## src/design/dpd_pkg.sv

```systemverilog
// ----------------------------------------------------------------------------
// Debug packet deframer package
// Character codes, packet phases, result kinds and the hex digit decoder
// shared by the deframer and (result kinds only) its checker.
// ----------------------------------------------------------------------------
package dpd_pkg;

	// Framing characters
	localparam logic [7:0] CH_START = 8'h24;
	localparam logic [7:0] CH_END   = 8'h23;
	localparam logic [7:0] CH_ACK   = 8'h2B;
	localparam logic [7:0] CH_NAK   = 8'h2D;
	localparam logic [6:0] CH_SEQ   = 7'h3A;

	// Result kinds
	localparam logic [1:0] KIND_PAYLOAD = 2'd0;
	localparam logic [1:0] KIND_TX      = 2'd1;
	localparam logic [1:0] KIND_END     = 2'd2;

	// Results one byte can cause
	localparam int unsigned MAX_RES = 4;

	typedef enum logic [1:0] {
		PH_IDLE,
		PH_DATA,
		PH_HIGH,
		PH_LOW
	} phase_t;

	typedef struct packed {
		logic [1:0] kind;
		logic [7:0] data;
		logic       ok;
		logic       last;
	} res_t;

	// Decode one hex digit; anything else reads as minus one
	function automatic logic signed [4:0] hex_value(input logic [7:0] c);
		logic signed [4:0] v;
		if (c >= 8'h30 && c <= 8'h39) begin
			v = 5'(c - 8'h30);
		end else if (c >= 8'h61 && c <= 8'h66) begin
			v = 5'(c - 8'h61 + 8'd10);
		end else if (c >= 8'h41 && c <= 8'h46) begin
			v = 5'(c - 8'h41 + 8'd10);
		end else begin
			v = -5'sd1;
		end
		return v;
	endfunction

endpackage

```

## src/design/debug_packet_deframer.sv

```systemverilog
// ----------------------------------------------------------------------------
// Debug packet deframer
// Hunts for '$', streams 7-bit payload, checks the two hex digit checksum
// after '#', then answers '+' (with sequence echo) or '-' and an end marker.
// ----------------------------------------------------------------------------
// Usage
//   Input channel: in_valid / in_stall with rx_byte, one raw link byte per
//   request. Output channel: out_valid / out_stall with kind, data,
//   packet_ok and last; last marks the final result of one input byte.
//   Path: a byte lands in the input register; once the result buffer is
//   free, its results (up to four) are built in one pass and loaded into
//   the result buffer, which presents the first result.
//   Draining: the buffer drains one result per cycle while out_stall is
//   low; bytes with no result pass without entering it. The most results,
//   four, come from the low checksum digit of a good packet with a
//   sequence prefix.
//   A new byte is taken while the previous results still drain.
//   Stall: while out_stall is high the current result holds; the input
//   register and then in_stall back up behind it.
//   Reset: arst_n clears the phase, checksum and prefix flags and empties
//   both registers; the held prefix bytes need no reset.
// ----------------------------------------------------------------------------
module debug_packet_deframer (
	input  logic       clk,
	input  logic       arst_n,
	input  logic       in_valid,
	output logic       in_stall,
	input  logic [7:0] rx_byte,
	output logic       out_valid,
	input  logic       out_stall,
	output logic [1:0] kind,
	output logic [7:0] data,
	output logic       packet_ok,
	output logic       last
);

	// Input register
	logic       vld_s1;
	logic [7:0] rx_s1;

	// Packet state
	dpd_pkg::phase_t   phase_q, phase_d;
	logic [7:0]        sum_q, sum_d;
	logic [1:0]        pcount_q, pcount_d;
	logic [6:0]        prefix_q [2];
	logic              prefix_we;
	logic              seq_q, seq_d;
	logic signed [4:0] high_q, high_d;

	// Result buffer
	dpd_pkg::res_t res_q [dpd_pkg::MAX_RES];
	dpd_pkg::res_t res_d [dpd_pkg::MAX_RES];
	logic [2:0]    n_d;
	logic          busy_q;
	logic [1:0]    rd_q;

	logic       pop, pop_last, buf_free, s1_move, in_take;
	logic [6:0] b7;
	logic [7:0] pre0, pre1;
	logic signed [9:0] chk;

	// Handshake
	assign pop      = busy_q && !out_stall;
	assign pop_last = pop && res_q[rd_q].last;
	assign buf_free = !busy_q || pop_last;
	assign s1_move  = vld_s1 && buf_free;
	assign in_stall = vld_s1 && !buf_free;
	assign in_take  = in_valid && !in_stall;

	assign out_valid = busy_q;
	assign kind      = res_q[rd_q].kind;
	assign data      = res_q[rd_q].data;
	assign packet_ok = res_q[rd_q].ok;
	assign last      = res_q[rd_q].last;

	assign b7   = rx_s1[6:0];
	assign pre0 = {1'b0, prefix_q[0]};
	assign pre1 = {1'b0, prefix_q[1]};
	assign chk  = $signed({2'b00, sum_q}) - ($signed({{5{high_q[4]}}, high_q}) <<< 4)
	              - $signed({{5{1'b0}}, 5'b0}) - 10'(dpd_pkg::hex_value(rx_s1));

	// Next phase
	always_comb begin
		phase_d = phase_q;
		case (phase_q)
			dpd_pkg::PH_IDLE: begin
				if (rx_s1 == dpd_pkg::CH_START) phase_d = dpd_pkg::PH_DATA;
			end
			dpd_pkg::PH_DATA: begin
				if (rx_s1 == dpd_pkg::CH_END) phase_d = dpd_pkg::PH_HIGH;
			end
			dpd_pkg::PH_HIGH: phase_d = dpd_pkg::PH_LOW;
			dpd_pkg::PH_LOW:  phase_d = dpd_pkg::PH_IDLE;
			default:          phase_d = dpd_pkg::PH_IDLE;
		endcase
	end

	// Build the results and the packet state for the byte in the input register
	always_comb begin
		for (int i = 0; i < dpd_pkg::MAX_RES; i++) begin
			res_d[i] = '{kind: dpd_pkg::KIND_PAYLOAD, data: 8'd0, ok: 1'b0, last: 1'b0};
		end
		n_d       = 3'd0;
		sum_d     = sum_q;
		pcount_d  = pcount_q;
		prefix_we = 1'b0;
		seq_d     = seq_q;
		high_d    = high_q;
		case (phase_q)
			dpd_pkg::PH_IDLE: begin
			end
			dpd_pkg::PH_DATA: begin
				if (rx_s1 == dpd_pkg::CH_END) begin
					// flush held prefix bytes of a short packet
					if (pcount_q == 2'd1 || pcount_q == 2'd2) begin
						res_d[0].data = pre0;
						n_d = 3'd1;
					end
					if (pcount_q == 2'd2) begin
						res_d[1].data = pre1;
						n_d = 3'd2;
					end
				end else begin
					sum_d = sum_q + {1'b0, b7};
					if (pcount_q < 2'd2) begin
						prefix_we = 1'b1;
						pcount_d  = pcount_q + 2'd1;
					end else if (pcount_q == 2'd2) begin
						if (b7 == dpd_pkg::CH_SEQ) begin
							seq_d = 1'b1;
						end else begin
							res_d[0].data = pre0;
							res_d[1].data = pre1;
							res_d[2].data = {1'b0, b7};
							n_d = 3'd3;
						end
						pcount_d = 2'd3;
					end else begin
						res_d[0].data = {1'b0, b7};
						n_d = 3'd1;
					end
				end
			end
			dpd_pkg::PH_HIGH: begin
				high_d = dpd_pkg::hex_value(rx_s1);
			end
			dpd_pkg::PH_LOW: begin
				res_d[0].kind = dpd_pkg::KIND_TX;
				if (chk == 10'sd0) begin
					res_d[0].data = dpd_pkg::CH_ACK;
					if (seq_q) begin
						res_d[1] = '{kind: dpd_pkg::KIND_TX, data: pre0, ok: 1'b0, last: 1'b0};
						res_d[2] = '{kind: dpd_pkg::KIND_TX, data: pre1, ok: 1'b0, last: 1'b0};
						res_d[3] = '{kind: dpd_pkg::KIND_END, data: 8'd0, ok: 1'b1, last: 1'b0};
						n_d = 3'd4;
					end else begin
						res_d[1] = '{kind: dpd_pkg::KIND_END, data: 8'd0, ok: 1'b1, last: 1'b0};
						n_d = 3'd2;
					end
				end else begin
					res_d[0].data = dpd_pkg::CH_NAK;
					res_d[1] = '{kind: dpd_pkg::KIND_END, data: 8'd0, ok: 1'b0, last: 1'b0};
					n_d = 3'd2;
				end
				// start the next attempt fresh
				sum_d    = 8'd0;
				pcount_d = 2'd0;
				seq_d    = 1'b0;
				high_d   = 5'sd0;
			end
			default: begin
			end
		endcase
		// mark the final result of this byte
		for (int i = 0; i < dpd_pkg::MAX_RES; i++) begin
			res_d[i].last = (n_d == 3'(i + 1));
		end
	end

	// Hold the input request until the result buffer can take its results
	always_ff @(posedge clk or negedge arst_n) begin
		if (!arst_n) begin
			vld_s1 <= 1'b0;
		end else if (in_take) begin
			vld_s1 <= 1'b1;
		end else if (s1_move) begin
			vld_s1 <= 1'b0;
		end
	end

	always_ff @(posedge clk) begin
		if (in_take) rx_s1 <= rx_byte;
	end

	// Advance the packet state
	always_ff @(posedge clk or negedge arst_n) begin
		if (!arst_n) begin
			phase_q  <= dpd_pkg::PH_IDLE;
			sum_q    <= 8'd0;
			pcount_q <= 2'd0;
			seq_q    <= 1'b0;
			high_q   <= 5'sd0;
		end else if (s1_move) begin
			phase_q  <= phase_d;
			sum_q    <= sum_d;
			pcount_q <= pcount_d;
			seq_q    <= seq_d;
			high_q   <= high_d;
		end
	end

	// Hold back the first two payload bytes
	always_ff @(posedge clk) begin
		if (s1_move && prefix_we) prefix_q[pcount_q[0]] <= b7;
	end

	// Load the result buffer, drain it one result per cycle while out_stall is low
	always_ff @(posedge clk or negedge arst_n) begin
		if (!arst_n) begin
			busy_q <= 1'b0;
			rd_q   <= 2'd0;
		end else if (s1_move && n_d != 3'd0) begin
			busy_q <= 1'b1;
			rd_q   <= 2'd0;
		end else if (pop_last) begin
			busy_q <= 1'b0;
		end else if (pop) begin
			rd_q <= rd_q + 2'd1;
		end
	end

	always_ff @(posedge clk) begin
		if (s1_move && n_d != 3'd0) begin
			for (int i = 0; i < dpd_pkg::MAX_RES; i++) begin
				res_q[i] <= res_d[i];
			end
		end
	end

endmodule

```

## config.mk

```make
export PLATFORM = sky130hd
export DESIGN_NAME = debug_packet_deframer
export DESIGN_NICKNAME = d
export VERILOG_FILES = /design/src/design/dpd_pkg.sv /design/src/design/debug_packet_deframer.sv
export SDC_FILE = /design/constraint.sdc
export NUM_CORES = 1
export LEC_CHECK = 0
export BUFFER_PORTS_ARGS = -buffer_cell sky130_fd_sc_hd__buf_2
export CORE_MARGIN = 5
export CORE_UTILIZATION = 55
export DETAILED_ROUTE_END_ITERATION = 8
export PLACE_DENSITY = 0.84
export SETUP_SLACK_MARGIN = 0.2
export SLEW_MARGIN = 20
export SYNTH_ARGS = -nofsm -noshare
export SYNTH_HDL_FRONTEND = slang
export SYNTH_SLANG_ARGS = --single-unit
export TNS_END_PERCENT = 1
```

## constraint.sdc

```tcl
create_clock -name clk -period 4.4 [get_ports clk]
set_input_delay 0.22 -clock clk [delete_from_list [all_inputs] [get_ports clk]]
set_output_delay 0.22 -clock clk [all_outputs]
set_load 0.05 [all_outputs]
```

==> results of run 1 <==
[synth_stat cells, types with 3 or more instances]
library cell and n:
a211oi_1 3, a21boi_0 3, a21oi_1 15, a221o_1 4
a22o_1 13, a22o_2 7, and2_1 3, buf_1 3
clkbuf_1 9, dfrtp_1 22, edfxtp_1 53, ha_1 37
inv_1 24, mux2_2 3, mux2i_1 9, nand2_1 37
nand2b_1 5, nand3_1 9, nand4_1 4, nor2_1 20
nor2b_1 3, nor3_1 9, nor3b_1 4, nor4_1 5
o211ai_1 3, o21a_1 4, o21ai_0 14, o21ai_1 3
o21bai_1 7, o31ai_1 9, or2_2 4, xnor2_1 13
xor2_1 4
[cell families (layout without fill, tap and decap cells)]
group | count (synthesis) | count (layout) | synth area share [%]
AND/OR/NAND/NOR | 114 | 114 | 12.7
XOR/XNOR | 17 | 17 | 3.27
other | 1 | 1 | 0.0823
multiplexers | 13 | 13 | 3.21
AO/OA/AOI/OAI | 109 | 109 | 19.2
flip-flops | 75 | 75 | 47.0
adder cells (fa/ha/maj) | 39 | 39 | 11.0
buffers and inverters | 39 | 87 | 3.49
[report_power, final]
part	internal [mW]	switching, mW	total [mW]
clock network	0.207	0.267	0.474
logic	1.01	1.56	2.57
registers	1.02	0.190	1.21
total	2.24	2.02	4.25
[worst paths after layout]
| check | from | to | slack, ns |
|---|---|---|---|
| worst max-delay path | rx_s1[0] | res_q[1][5] | 0.16 |
| worst max register to register | rx_s1[0] | res_q[1][5] | 0.16 |
| worst min register to register | high_q[4] | high_q[4] | 0.50 |
| min in group asynchronous | arst_n | vld_s1 | 0.37 |
| worst min-delay path | rx_byte[5] | rx_s1[5] | 0.03 |
| max in group asynchronous | arst_n | phase_q[1] | 3.66 |
[cell type report]
type | count | area, um2 | area share (%)
clock buffers | 11 | 131 | 2.49
repair buffers | 47 | 298 | 5.65
clock inverters | 5 | 37.5 | 0.712
flip-flops and latches | 75 | 2140 | 40.6
multi-input cells | 293 | 2440 | 46.3
inverters | 24 | 90.1 | 1.71
well taps | 105 | 131 | 2.49
[cells in the final DEF, fill, tap and decap left out, drive strengths merged, types with 5 or more instances in the layout]
| cell | n |
|---|---|
| nand2b | 5 |
| nor4 | 5 |
| inv | 25 |
| o31ai | 9 |
| mux2i | 9 |
| buf | 46 |
| nand3 | 9 |
| xnor2 | 13 |
| nor2 | 20 |
| o21ai | 17 |
| nand2 | 37 |
| a22o | 20 |
| nor3 | 9 |
| o21bai | 7 |
| clkbuf | 11 |
| ha | 37 |
| a21oi | 15 |
| dfrtp | 22 |
| edfxtp | 53 |
[stage by stage]
step / area (um2) / hold slack (ns) / power [mW] / instances
3_5_place_dp: 4830 / 0.231 / 3.39 / 532
2_1_floorplan: 4560 / -0.0756 / 2.91 / 407
4_1_cts: 5030 / 0.0221 / 3.91 / 549
5_1_grt: 5270 / 0.0157 / 4.52 / 560
3_3_place_gp: 4830 / 0.221 / 3.30 / 532
6_report: 5270 / 0.0302 / 4.25 / 560
[layer usage]
metal	vias up	share of wire (%)	GRT usage (%)
li1	1615	-	-
met1	1687	41	24.2
met2	128	51	34.2
met3	23	6.3	5.40
met4	0	2.1	5.73
met5	-	0	0
[sequential cells by signal, indices dropped and copies added, names as in the netlist, 2 cells and up]
signal / count
high_q: 5
pcount_q: 2
phase_q: 2
prefix_q: 14
rd_q: 2
res_q: 31
rx_s1: 8
sum_q: 8
[critical path, stage by stage, from the launching register on]
cell and delay, ns:
edfxtp_1 0.41, inv_2 0.09, ha_4 0.17, nor3b_2 0.14, a31oi_1 0.17, nand4b_1 0.27, o21ai_1 0.24, buf_4 0.18
xnor2_1 0.13, ha_1 0.30, ha_4 0.21, nor2_1 0.24, a311oi_4 0.14, and4bb_4 0.25, o311ai_4 0.39, a211oi_4 0.14
buf_6 0.16, buf_4 0.12, a22o_2 0.25
[what timing repair did]
item | in CTS | in global routing
endpoints found under the hold margin | 22 | 0
cloned | 0 | 2
buffers inserted | 0 | 9
endpoints found under the setup margin | 10 | 18
hold buffers | 1 | 0
resized for setup | 5 | 34
pin swaps | 1 | 17
==> out/results.md, run 1 <==
| Metric | Value | Unit |
|:---|:---|:---|
| Endpoint class of the critical path | register | - |
| EDFF count, synth | 53 | - |
| Unrepaired setup endpoints after global routing | yes | - |
| Mean post-synth cell area | 11.2 | um2 |
| Initial antenna violation count | 0 | - |
| Area added between synthesis and finish | 15.6 | % |
| CP arrival | 4.36 | ns |
| Top fanout value on the critical path | 6 | - |
| Startpoint class of the critical path | register | - |
| Pwr Density | 807 | nW/um2 |
| Worst-case headroom to the max-slew limit | 33.0 | % |
| Total number of vias | 3453 | - |
| Final setup violation count | 0 | - |
| Area of the placeable core | 8130 | um2 |
| Port Buffer Count | 24 | - |
| Total number of H-tree levels | 3 | - |
| DRC violations left | 0 | - |
| Portion of the clock cycle consumed by the worst path in the final layout | 96.3 | % |
| Peak Freq | 236 | MHz |
| Sequential area share after synthesis | 47.0 | % |
| Wire length of the first global-routing pass | 15.6 | mm |
| Worst Setup Slack post-DPL | 0.0738 | ns |
| Synth area leader | edfxtp_1 | - |
| Area share of the largest cell type after synthesis | 34.9 | % |
| Final sum of negative setup slack | 0 | ns |
| Fraction of final layout cells with drive strength greater than 1 | 24.4 | % |
| Count of mapped cells out of synthesis | 407 | - |
| Endpoints failing hold | 0 | - |
| Longest Clk Path Bufs | 2 | - |
| Maximum number of pins on one net before global-route repair | 24 | - |
| Global-route usage over all layers | 19.8 | % |
| Worst clock skew | 0.00872 | ns |
| Final core area utilization | 64.8 | % |
| Main flop type after synthesis | edfxtp_1 | - |
| Fin crit period | 4.24 | ns |
| CTS tree | yes | - |
| Number of fill cells in the layout | 598 | - |
| Placer congestion estimate | 0.892 | - |
| Largest vdd supply drop | 0.461 | mV |
| Ranking of synthesized cells by area | edfxtp_1 (35%), dfrtp_1 (12%), ha_1 (10%) | - |
| Leakage power | 2.08 | nW |
| Post-DRT Antenna Nets | 0 | - |
| Die boundary height | 101 | um |
| Estimated wirelength of the detail-placed design | 7.17 | mm |
| Die Footprint | 10200 | um2 |
| Number of stages on the worst hold path | 1 | - |
| Clk sinks | 75 | - |
| Post-route setup slack | 0.163 | ns |
| Number of CTS-inserted buffers | 9 | - |
| Die W | 101 | um |
| Per-cell via count in the routed design | 6.17 | - |
| Count of TritonRoute iterations in the first routing pass | 5 | - |
| Total grt overflow | 0 | - |
| Warnings from Yosys | 0 | - |
| Kind of path behind the tightest hold check | input port to register | - |
| Clock insertion delay at the later pin of the skew report | 0.36 | ns |
| Antenna diodes | 0 | - |
| Final Slew Violations | 0 | - |
| Count of distinct cell types in the synthesized netlist | 69 | - |
| Clock slew seen by the registers of the worst setup and hold paths | 0.08 | ns |
| Actual transition at the worst max-transition pin | 1.01 | ns |
| Run status | finished clean | - |
| Vias in the first global route | 3273 | - |
| # Max-Cap Violations | 0 | - |
| Starting density of the core | 56.0 | % |
| Post-synth design cell area | 4560 | um2 |
| Site row count | 33 | - |
| DR iter-0 viols | 230 | - |
| Root Buffer Master | clkbuf_8 | - |
| Average routed wire per standard cell | 18.7 | um |
| Critical path start-end classification | register to register | - |
| Share of synthesized flip-flops with an asynchronous set or reset | 29.3 | % |
| Synthesized Nets | 458 | - |
| Synthesized flop and latch total | 75 | - |
| Number of cells on the worst reg-to-reg path | 18 | - |
| Final layout net count | 501 | - |
| Total length of routed wires | 10.5 | mm |
| Worst EP required | 4.52 | ns |
| Number of placed I/O pins | 26 | - |
No activity file was read; power rests on OpenSTA's default activity.
==> run 2: changes to the inputs <==
- CAP_MARGIN: unset -> 20
- CORE_UTILIZATION: 55 -> 61
- PLACE_DENSITY: 0.84 -> 0.88
- clock period: 4.4 -> 5.2 ns (I/O delays scaled with it)
==> out/results.md, run 2 (synthesized netlist as in run 1, its figures left out) <==
| Metric | Value | Unit | vs previous |
|:---|:---|:---|:---|
| Switching power summed over all nets | 1.54 | mW | -23% |
| Portion of the clock cycle consumed by the worst path in the final layout | 89.2 | % | -7.1 points |
| Register with the most flip-flops | res_q | - |  |
| Endpoint class of the critical path | register | - |  |
| Worst hold slack | 0.0840 | ns | +0.0538 ns |
| Longest Clk Path Bufs | 2 | - | unchanged |
| Antenna diodes | 0 | - | unchanged |
| Non-filler instance count after layout | 536 | - | -4.3% |
| Peak-usage layer in the global routing report | met2 | - |  |
| Worst-case headroom to the max-slew limit | 37.6 | % | +4.6 points |
| Post-DRT Antenna Nets | 0 | - | unchanged |
| Final setup violation count | 0 | - | unchanged |
| Commonest cells after routing, fill and taps aside | edfxtp_1 (53), nand2_1 (37), ha_1 (37), inv_1 (24), buf_2 (24) | - |  |
| Final Slew Violations | 0 | - | unchanged |
| Clock share of power | 12.6 | % | +1.5 points |
| Worst clock skew | 0.0123 | ns | +0.00361 ns |
| Pwr Density | 660 | nW/um2 | -18% |
| Endpoints failing hold | 0 | - | unchanged |
| Fraction of met1 tracks used by global routing | 26.3 | % | +2.0 points |
| Largest register FFs | 31 | - | unchanged |
| Endpoint of the most critical register-to-register path | res_q[1][0] | - |  |
| Critical path start-end classification | register to register | - |  |
| Final core area utilization | 68.5 | % | +3.7 points |
| Post-route setup slack | 0.561 | ns | +0.398 ns |
| Total number of vias | 3285 | - | -4.9% |
| Die Footprint | 9300 | um2 | -8.9% |
| Worst setup startpoint | rx_s1[1] | - |  |
| Leading cell type in the layout, fill and taps excluded | edfxtp_1 | - |  |
| Clock insertion delay at the later pin of the skew report | 0.35 | ns | about the same |
| Port Buffer Count | 24 | - | unchanged |
| Per-cell via count in the routed design | 6.13 | - | -0.61% |
| Met2 routing resource usage after global routing | 36.5 | % | +2.3 points |
| Total length of routed wires | 9.33 | mm | -11% |
| Vias in the first global route | 3139 | - | -4.1% |
| # Max-Cap Violations | 0 | - | unchanged |
| Number of fill cells in the layout | 543 | - | -9.2% |
| Estimated wirelength of the detail-placed design | 6.86 | mm | -4.3% |
| Kind of path behind the tightest hold check | input port to register | - |  |
| Final layout net count | 483 | - | -3.6% |
| Peak Freq | 216 | MHz | -8.7% |
| Final sum of negative setup slack | 0 | ns | unchanged |
| Site row count | 31 | - | -6.1% |
| Critical path capture point | res_q[1][0] | - |  |
| Unrepaired setup endpoints after global routing | no | - |  |
| Multi-input gate area in the final layout | 2270 | um2 | -6.9% |
| Met3 GRT Util | 5.65 | % | +0.26 points |
| R2r startpoint | rx_s1[1] | - |  |
| Worst EP required | 5.32 | ns | +0.80 ns |
| CTS tree | yes | - |  |
| Maximum number of pins on one net before global-route repair | 27 | - | +13% |
| Clk sinks | 75 | - | unchanged |
| Area of the placeable core | 7250 | um2 | -11% |
| Post CTS Setup Buffer Count | 0 | - | unchanged |
| Largest vdd supply drop | 0.397 | mV | -14% |
| Total number of H-tree levels | 3 | - | unchanged |
| Sequential share of power | 31.4 | % | +2.9 points |
| Number of CTS-inserted buffers | 9 | - | unchanged |
| Wire length of the first global-routing pass | 15.0 | mm | -4.0% |
| CP arrival | 4.76 | ns | +0.40 ns |
| Number of placed I/O pins | 26 | - | unchanged |
| Area added between synthesis and finish | 9.03 | % |  |
| Total grt overflow | 0 | - | unchanged |
| Fin crit period | 4.64 | ns | +0.402 ns |
| Die boundary height | 96.4 | um | -4.5% |
| Count of TritonRoute iterations in the first routing pass | 5 | - | unchanged |
| Clock slew seen by the registers of the worst setup and hold paths | 0.09 | ns | about the same |
| Fraction of final layout cells with drive strength greater than 1 | 16.5 | % | -7.9 points |
| Top fanout value on the critical path | 18 | - | +12 |
| Starting density of the core | 62.8 | % | +6.8 points |
| Number of cells in the design after placement | 519 | - | -2.4% |
| Sequential cell area | 2140 | um2 | unchanged |
| DR iter-0 viols | 172 | - | -25% |
| Actual transition at the worst max-transition pin | 0.937 | ns | -0.0687 ns |
| Die W | 96.4 | um | -4.5% |
| Initial antenna violation count | 0 | - | unchanged |
| Number of cells on the worst reg-to-reg path | 17 | - | -1 |
| Register-to-register setup slack | 0.56 | ns | +0.40 ns |
| Comb power frac | 56.0 | % | -4.4 points |
| Placer congestion estimate | 0.913 | - | +2.3% |
| Switching share of power | 47.0 | % | -0.36 points |
| DRC violations left | 0 | - | unchanged |
| Leakage power | 1.99 | nW | -4.2% |
| Root Buffer Master | clkbuf_8 | - |  |
| Average routed wire per standard cell | 17.4 | um | -7.0% |
| Run status | finished clean | - |  |
| Worst Setup Slack post-DPL | 0.463 | ns | +0.389 ns |
| Global-route usage over all layers | 21.3 | % | +1.5 points |
| Startpoint class of the critical path | register | - |  |
| Internal cell power | 1.74 | mW | -22% |
-- run 2: routing by layer --
| metal | vias up | part of all wire (%) | wire [um] |
|---|---|---|---|
| met5 | - | 0 | 0 |
| met4 | 0 | 2.1 | 195 |
| met3 | 17 | 7.0 | 651 |
| met2 | 112 | 50 | 4660 |
| met1 | 1580 | 41 | 3820 |
| li1 | 1576 | - | - |
-- run 2: worst min-delay path by stage --
| stage | from | end | slack, ns | cells past startpoint |
|---|---|---|---|---|
| 6_report | rx_byte[3] | rx_s1[3] | 0.08 | 1 |
| 5_1_grt | rx_byte[4] | rx_s1[4] | 0.06 | 1 |
| 4_1_cts | rx_byte[5] | rx_s1[5] | 0.07 | 1 |
| 3_5_place_dp | arst_n | rd_q[1] | 0.27 | 1 |
| 3_3_place_gp | arst_n | rd_q[1] | 0.25 | 1 |
| 2_1_floorplan | arst_n | high_q[0] | -0.04 | 0 |
-- run 2: stage by stage --
stage               total power [mW]  area, um2
floorplan                       2.46       4560
global placement                2.77       4770
detailed placement              2.85       4770
CTS                             3.27       4960
global route                    3.51       4970
finish                          3.28       4970
-- run 2: timing repair --
item | 4_1_cts | 5_1_grt
endpoints found under the setup margin | 0 | 18
hold endpoints to repair | 22 | 0
gates resized for setup | 0 | 2
hold buffers | 1 | 0
-- run 2: area by class of cell --
class | count | share of cell area, %
clock inverter | 7 | 1.18
clock buffer | 9 | 2.49
timing repair buffer | 29 | 3.22
tap | 99 | 2.49
sequential | 75 | 43.1
multi-input combinational | 293 | 45.7
inverter | 24 | 1.81
-- run 2: worst max-delay path, cell delays in order (launching register included) --
cell and delay [ns]:
edfxtp_1 0.59, inv_1 0.13, ha_1 0.22, nor3b_1 0.14, a31oi_1 0.17, nand4b_1 0.24, o21ai_2 0.39, xnor2_1 0.12
ha_1 0.19, o21bai_1 0.15, ha_1 0.37, a21oi_1 0.25, nand3_1 0.11, a21oi_1 0.40, o311ai_4 0.18, a211oi_4 0.26
buf_4 0.26, and3b_2 0.23
-- run 2: power groups by stage --
stage / registers (mW) / clock network, mW / logic (mW)
after floorplan: 0.978 / 0 / 1.48
after global placement: 1.03 / 0 / 1.73
after detailed placement: 1.04 / 0 / 1.81
after CTS: 1.03 / 0.420 / 1.82
after global routing: 1.05 / 0.444 / 2.01
final: 1.03 / 0.413 / 1.84
==> run 3: changes to the inputs <==
- CTS_CLUSTER_SIZE: unset -> 30
- PLACE_DENSITY: 0.88 -> 0.8
==> out/results.md, run 3 (synthesized netlist as in run 1, its figures left out) <==
| Metric | Value | Unit | vs previous |
|:---|:---|:---|:---|
| Run status | finished clean | - |  |
| Sequential cell area | 2140 | um2 | unchanged |
| Final layout net count | 486 | - | +0.62% |
| Die W | 96.4 | um | unchanged |
| Clock insertion delay at the later pin of the skew report | 0.35 | ns | about the same |
| Final core area utilization | 68.9 | % | +0.38 points |
| Number of CTS-inserted buffers | 9 | - | unchanged |
| Largest vdd supply drop | 0.323 | mV | -19% |
| Cell with the largest stage delay on the worst path | edfxtp_1 | - |  |
| Count of TritonRoute iterations in the first routing pass | 6 | - | +1 |
| Clock slew seen by the registers of the worst setup and hold paths | 0.08 | ns | about the same |
| Per-cell via count in the routed design | 6.17 | - | +0.62% |
| Total length of routed wires | 9.40 | mm | +0.83% |
| Worst setup startpoint | rx_s1[0] | - |  |
| Leakage power | 2.00 | nW | +0.55% |
| Longest Clk Path Bufs | 2 | - | unchanged |
| Peak Freq | 216 | MHz | about the same |
| Root Buffer Master | clkbuf_8 | - |  |
| Total number of vias | 3324 | - | +1.2% |
| Wire length of the first global-routing pass | 15.3 | mm | +2.1% |
| Total grt overflow | 0 | - | unchanged |
| Die boundary height | 96.4 | um | unchanged |
| Multi-input gate area in the final layout | 2280 | um2 | +0.28% |
| # Max-Cap Violations | 0 | - | unchanged |
| Fin crit period | 4.64 | ns | +0.00146 ns |
| Final sum of negative setup slack | 0 | ns | unchanged |
| Actual transition at the worst max-transition pin | 1.11 | ns | +0.177 ns |
| Largest register FFs | 31 | - | unchanged |
| Number of placed I/O pins | 26 | - | unchanged |
| Pwr Density | 655 | nW/um2 | -0.77% |
| Initial antenna violation count | 0 | - | unchanged |
| Site row count | 31 | - | unchanged |
| Clk sinks | 75 | - | unchanged |
| Number of fill cells in the layout | 544 | - | +0.18% |
| Number of stages on the worst hold path | 1 | - | unchanged |
| Total number of H-tree levels | 3 | - | unchanged |
| Kind of path behind the tightest hold check | input port to register | - |  |
| CP arrival | 4.75 | ns | about the same |
| Top fanout value on the critical path | 18 | - | unchanged |
| Worst hold slack | 0.0804 | ns | -0.00367 ns |
| Die Footprint | 9300 | um2 | unchanged |
| Placer congestion estimate | 0.879 | - | -3.7% |
| Critical path capture point | res_q[1][0] | - |  |
| Worst-case headroom to the max-slew limit | 25.8 | % | -12 points |
| Register with the most flip-flops | res_q | - |  |
| Endpoint class of the critical path | register | - |  |
| Critical path start-end classification | register to register | - |  |
| Register-to-register setup slack | 0.56 | ns | about the same |
| Commonest cells after routing, fill and taps aside | edfxtp_1 (53), nand2_1 (37), ha_1 (37), inv_1 (24), buf_2 (24) | - |  |
| Largest delay share family, worst path | simple AND/OR/NAND/NOR gates | - |  |
| Startpoint class of the critical path | register | - |  |
| Area added between synthesis and finish | 9.63 | % |  |
| Endpoints failing hold | 0 | - | unchanged |
| Fraction of final layout cells with drive strength greater than 1 | 17.3 | % | +0.80 points |
| Maximum number of pins on one net before global-route repair | 29 | - | +7.4% |
| DRC violations left | 0 | - | unchanged |
| Worst EP required | 5.31 | ns | about the same |
| Port Buffer Count | 24 | - | unchanged |
| Worst clock skew | 0.00838 | ns | -0.00395 ns |
| Antenna diodes | 0 | - | unchanged |
| Area of the placeable core | 7250 | um2 | unchanged |
| Depth of the critical timing path with buffers and inverters included | 19 | - | +2 |
| Unrepaired setup endpoints after global routing | no | - |  |
| Number of cells on the worst reg-to-reg path | 19 | - | +2 |
| Final Slew Violations | 0 | - | unchanged |
| Crit-path max cell delay | 0.55 | ns | -0.04 ns |
| Vias in the first global route | 3267 | - | +4.1% |
| Starting density of the core | 62.8 | % | unchanged |
| Cells along the critical path | inv_1 > ha_1 > nor3b_1 > a31oi_1 > nand4b_1 > nor2_1 > nor2_1 > ha_1 > inv_1 > ha_1 > nor2_1 > fa_1 > xor2_1 > nand3_1 > nor4_1 > o2111ai_2 > a211oi_4 > buf_4 > and3b_2 | - |  |
| Post-DRT Antenna Nets | 0 | - | unchanged |
| Endpoint of the most critical register-to-register path | res_q[1][0] | - |  |
| Leading cell type in the layout, fill and taps excluded | edfxtp_1 | - |  |
| CTS tree | yes | - |  |
| R2r startpoint | rx_s1[0] | - |  |
| Global-route usage over all layers | 21.8 | % | +0.56 points |
| Buffers plus inverters on the worst setup path | 3 | - | +1 |
| Final setup violation count | 0 | - | unchanged |
| Estimated wirelength of the detail-placed design | 6.88 | mm | +0.22% |
| DR iter-0 viols | 189 | - | +9.9% |
| Average routed wire per standard cell | 17.4 | um | +0.26% |
| Portion of the clock cycle consumed by the worst path in the final layout | 89.2 | % | about the same |
run 3: worst min-delay path by stage:
stage                           from   endpoint  slack, ns
after floorplan               arst_n  high_q[0]      -0.04
after global placement        arst_n    rd_q[1]       0.26
after detailed placement      arst_n    rd_q[1]       0.26
after CTS                 rx_byte[4]   rx_s1[4]       0.07
after global routing      rx_byte[4]   rx_s1[4]       0.06
final                     rx_byte[4]   rx_s1[4]       0.08
run 3: worst register-to-register path: cells and delay by family (launching register included):
kind                     cells  cell delay, ns
AND/OR/NAND/NOR              8            1.43
adder cells (fa/ha/maj)      4            1.11
AO/OA/AOI/OAI                3            0.68
flip-flops                   1            0.55
buffers and inverters        3            0.46
XOR/XNOR                     1            0.18
run 3: per-layer routing:
layer	track usage (%)	vias to the layer above	routed length, um
li1	-	1586	-
met1	26.0	1615	4030
met2	37.7	93	4650
met3	4.73	30	446
met4	10.0	0	276
met5	0	-	0
run 3: final cells by class:
class	count	area share (%)
timing repair buffer	32	3.66
sequential	75	42.9
tap	99	2.48
clock buffer	9	2.48
inverter	24	1.80
multi-input combinational	293	45.6
clock inverter	7	1.15
run 3: where the power goes:
| group | internal (mW) | switching, mW | leakage [nW] |
|---|---|---|---|
| logic | 0.694 | 1.13 | 1.14 |
| clock network | 0.180 | 0.229 | 0.0886 |
| registers | 0.865 | 0.171 | 0.772 |
| total | 1.74 | 1.53 | 2.00 |
run 3: what timing repair did:
action / 4_1_cts / 5_1_grt
endpoints found under the hold margin: 22 / 0
resized for setup: 0 / 2
hold buffers: 1 / 0
endpoints found under the setup margin: 0 / 19
buffers inserted: 0 / 4
run 3: metrics by stage:
stage | instance area (um2) | setup slack (ns) | cells | total power [mW]
CTS | 4960 | 0.412 | 535 | 3.26
global placement | 4770 | 0.665 | 518 | 2.78
global route | 5000 | 0.230 | 539 | 3.51
finish | 5000 | 0.560 | 539 | 3.27
floorplan | 4560 | 1.03 | 407 | 2.46
detailed placement | 4770 | 0.431 | 518 | 2.85
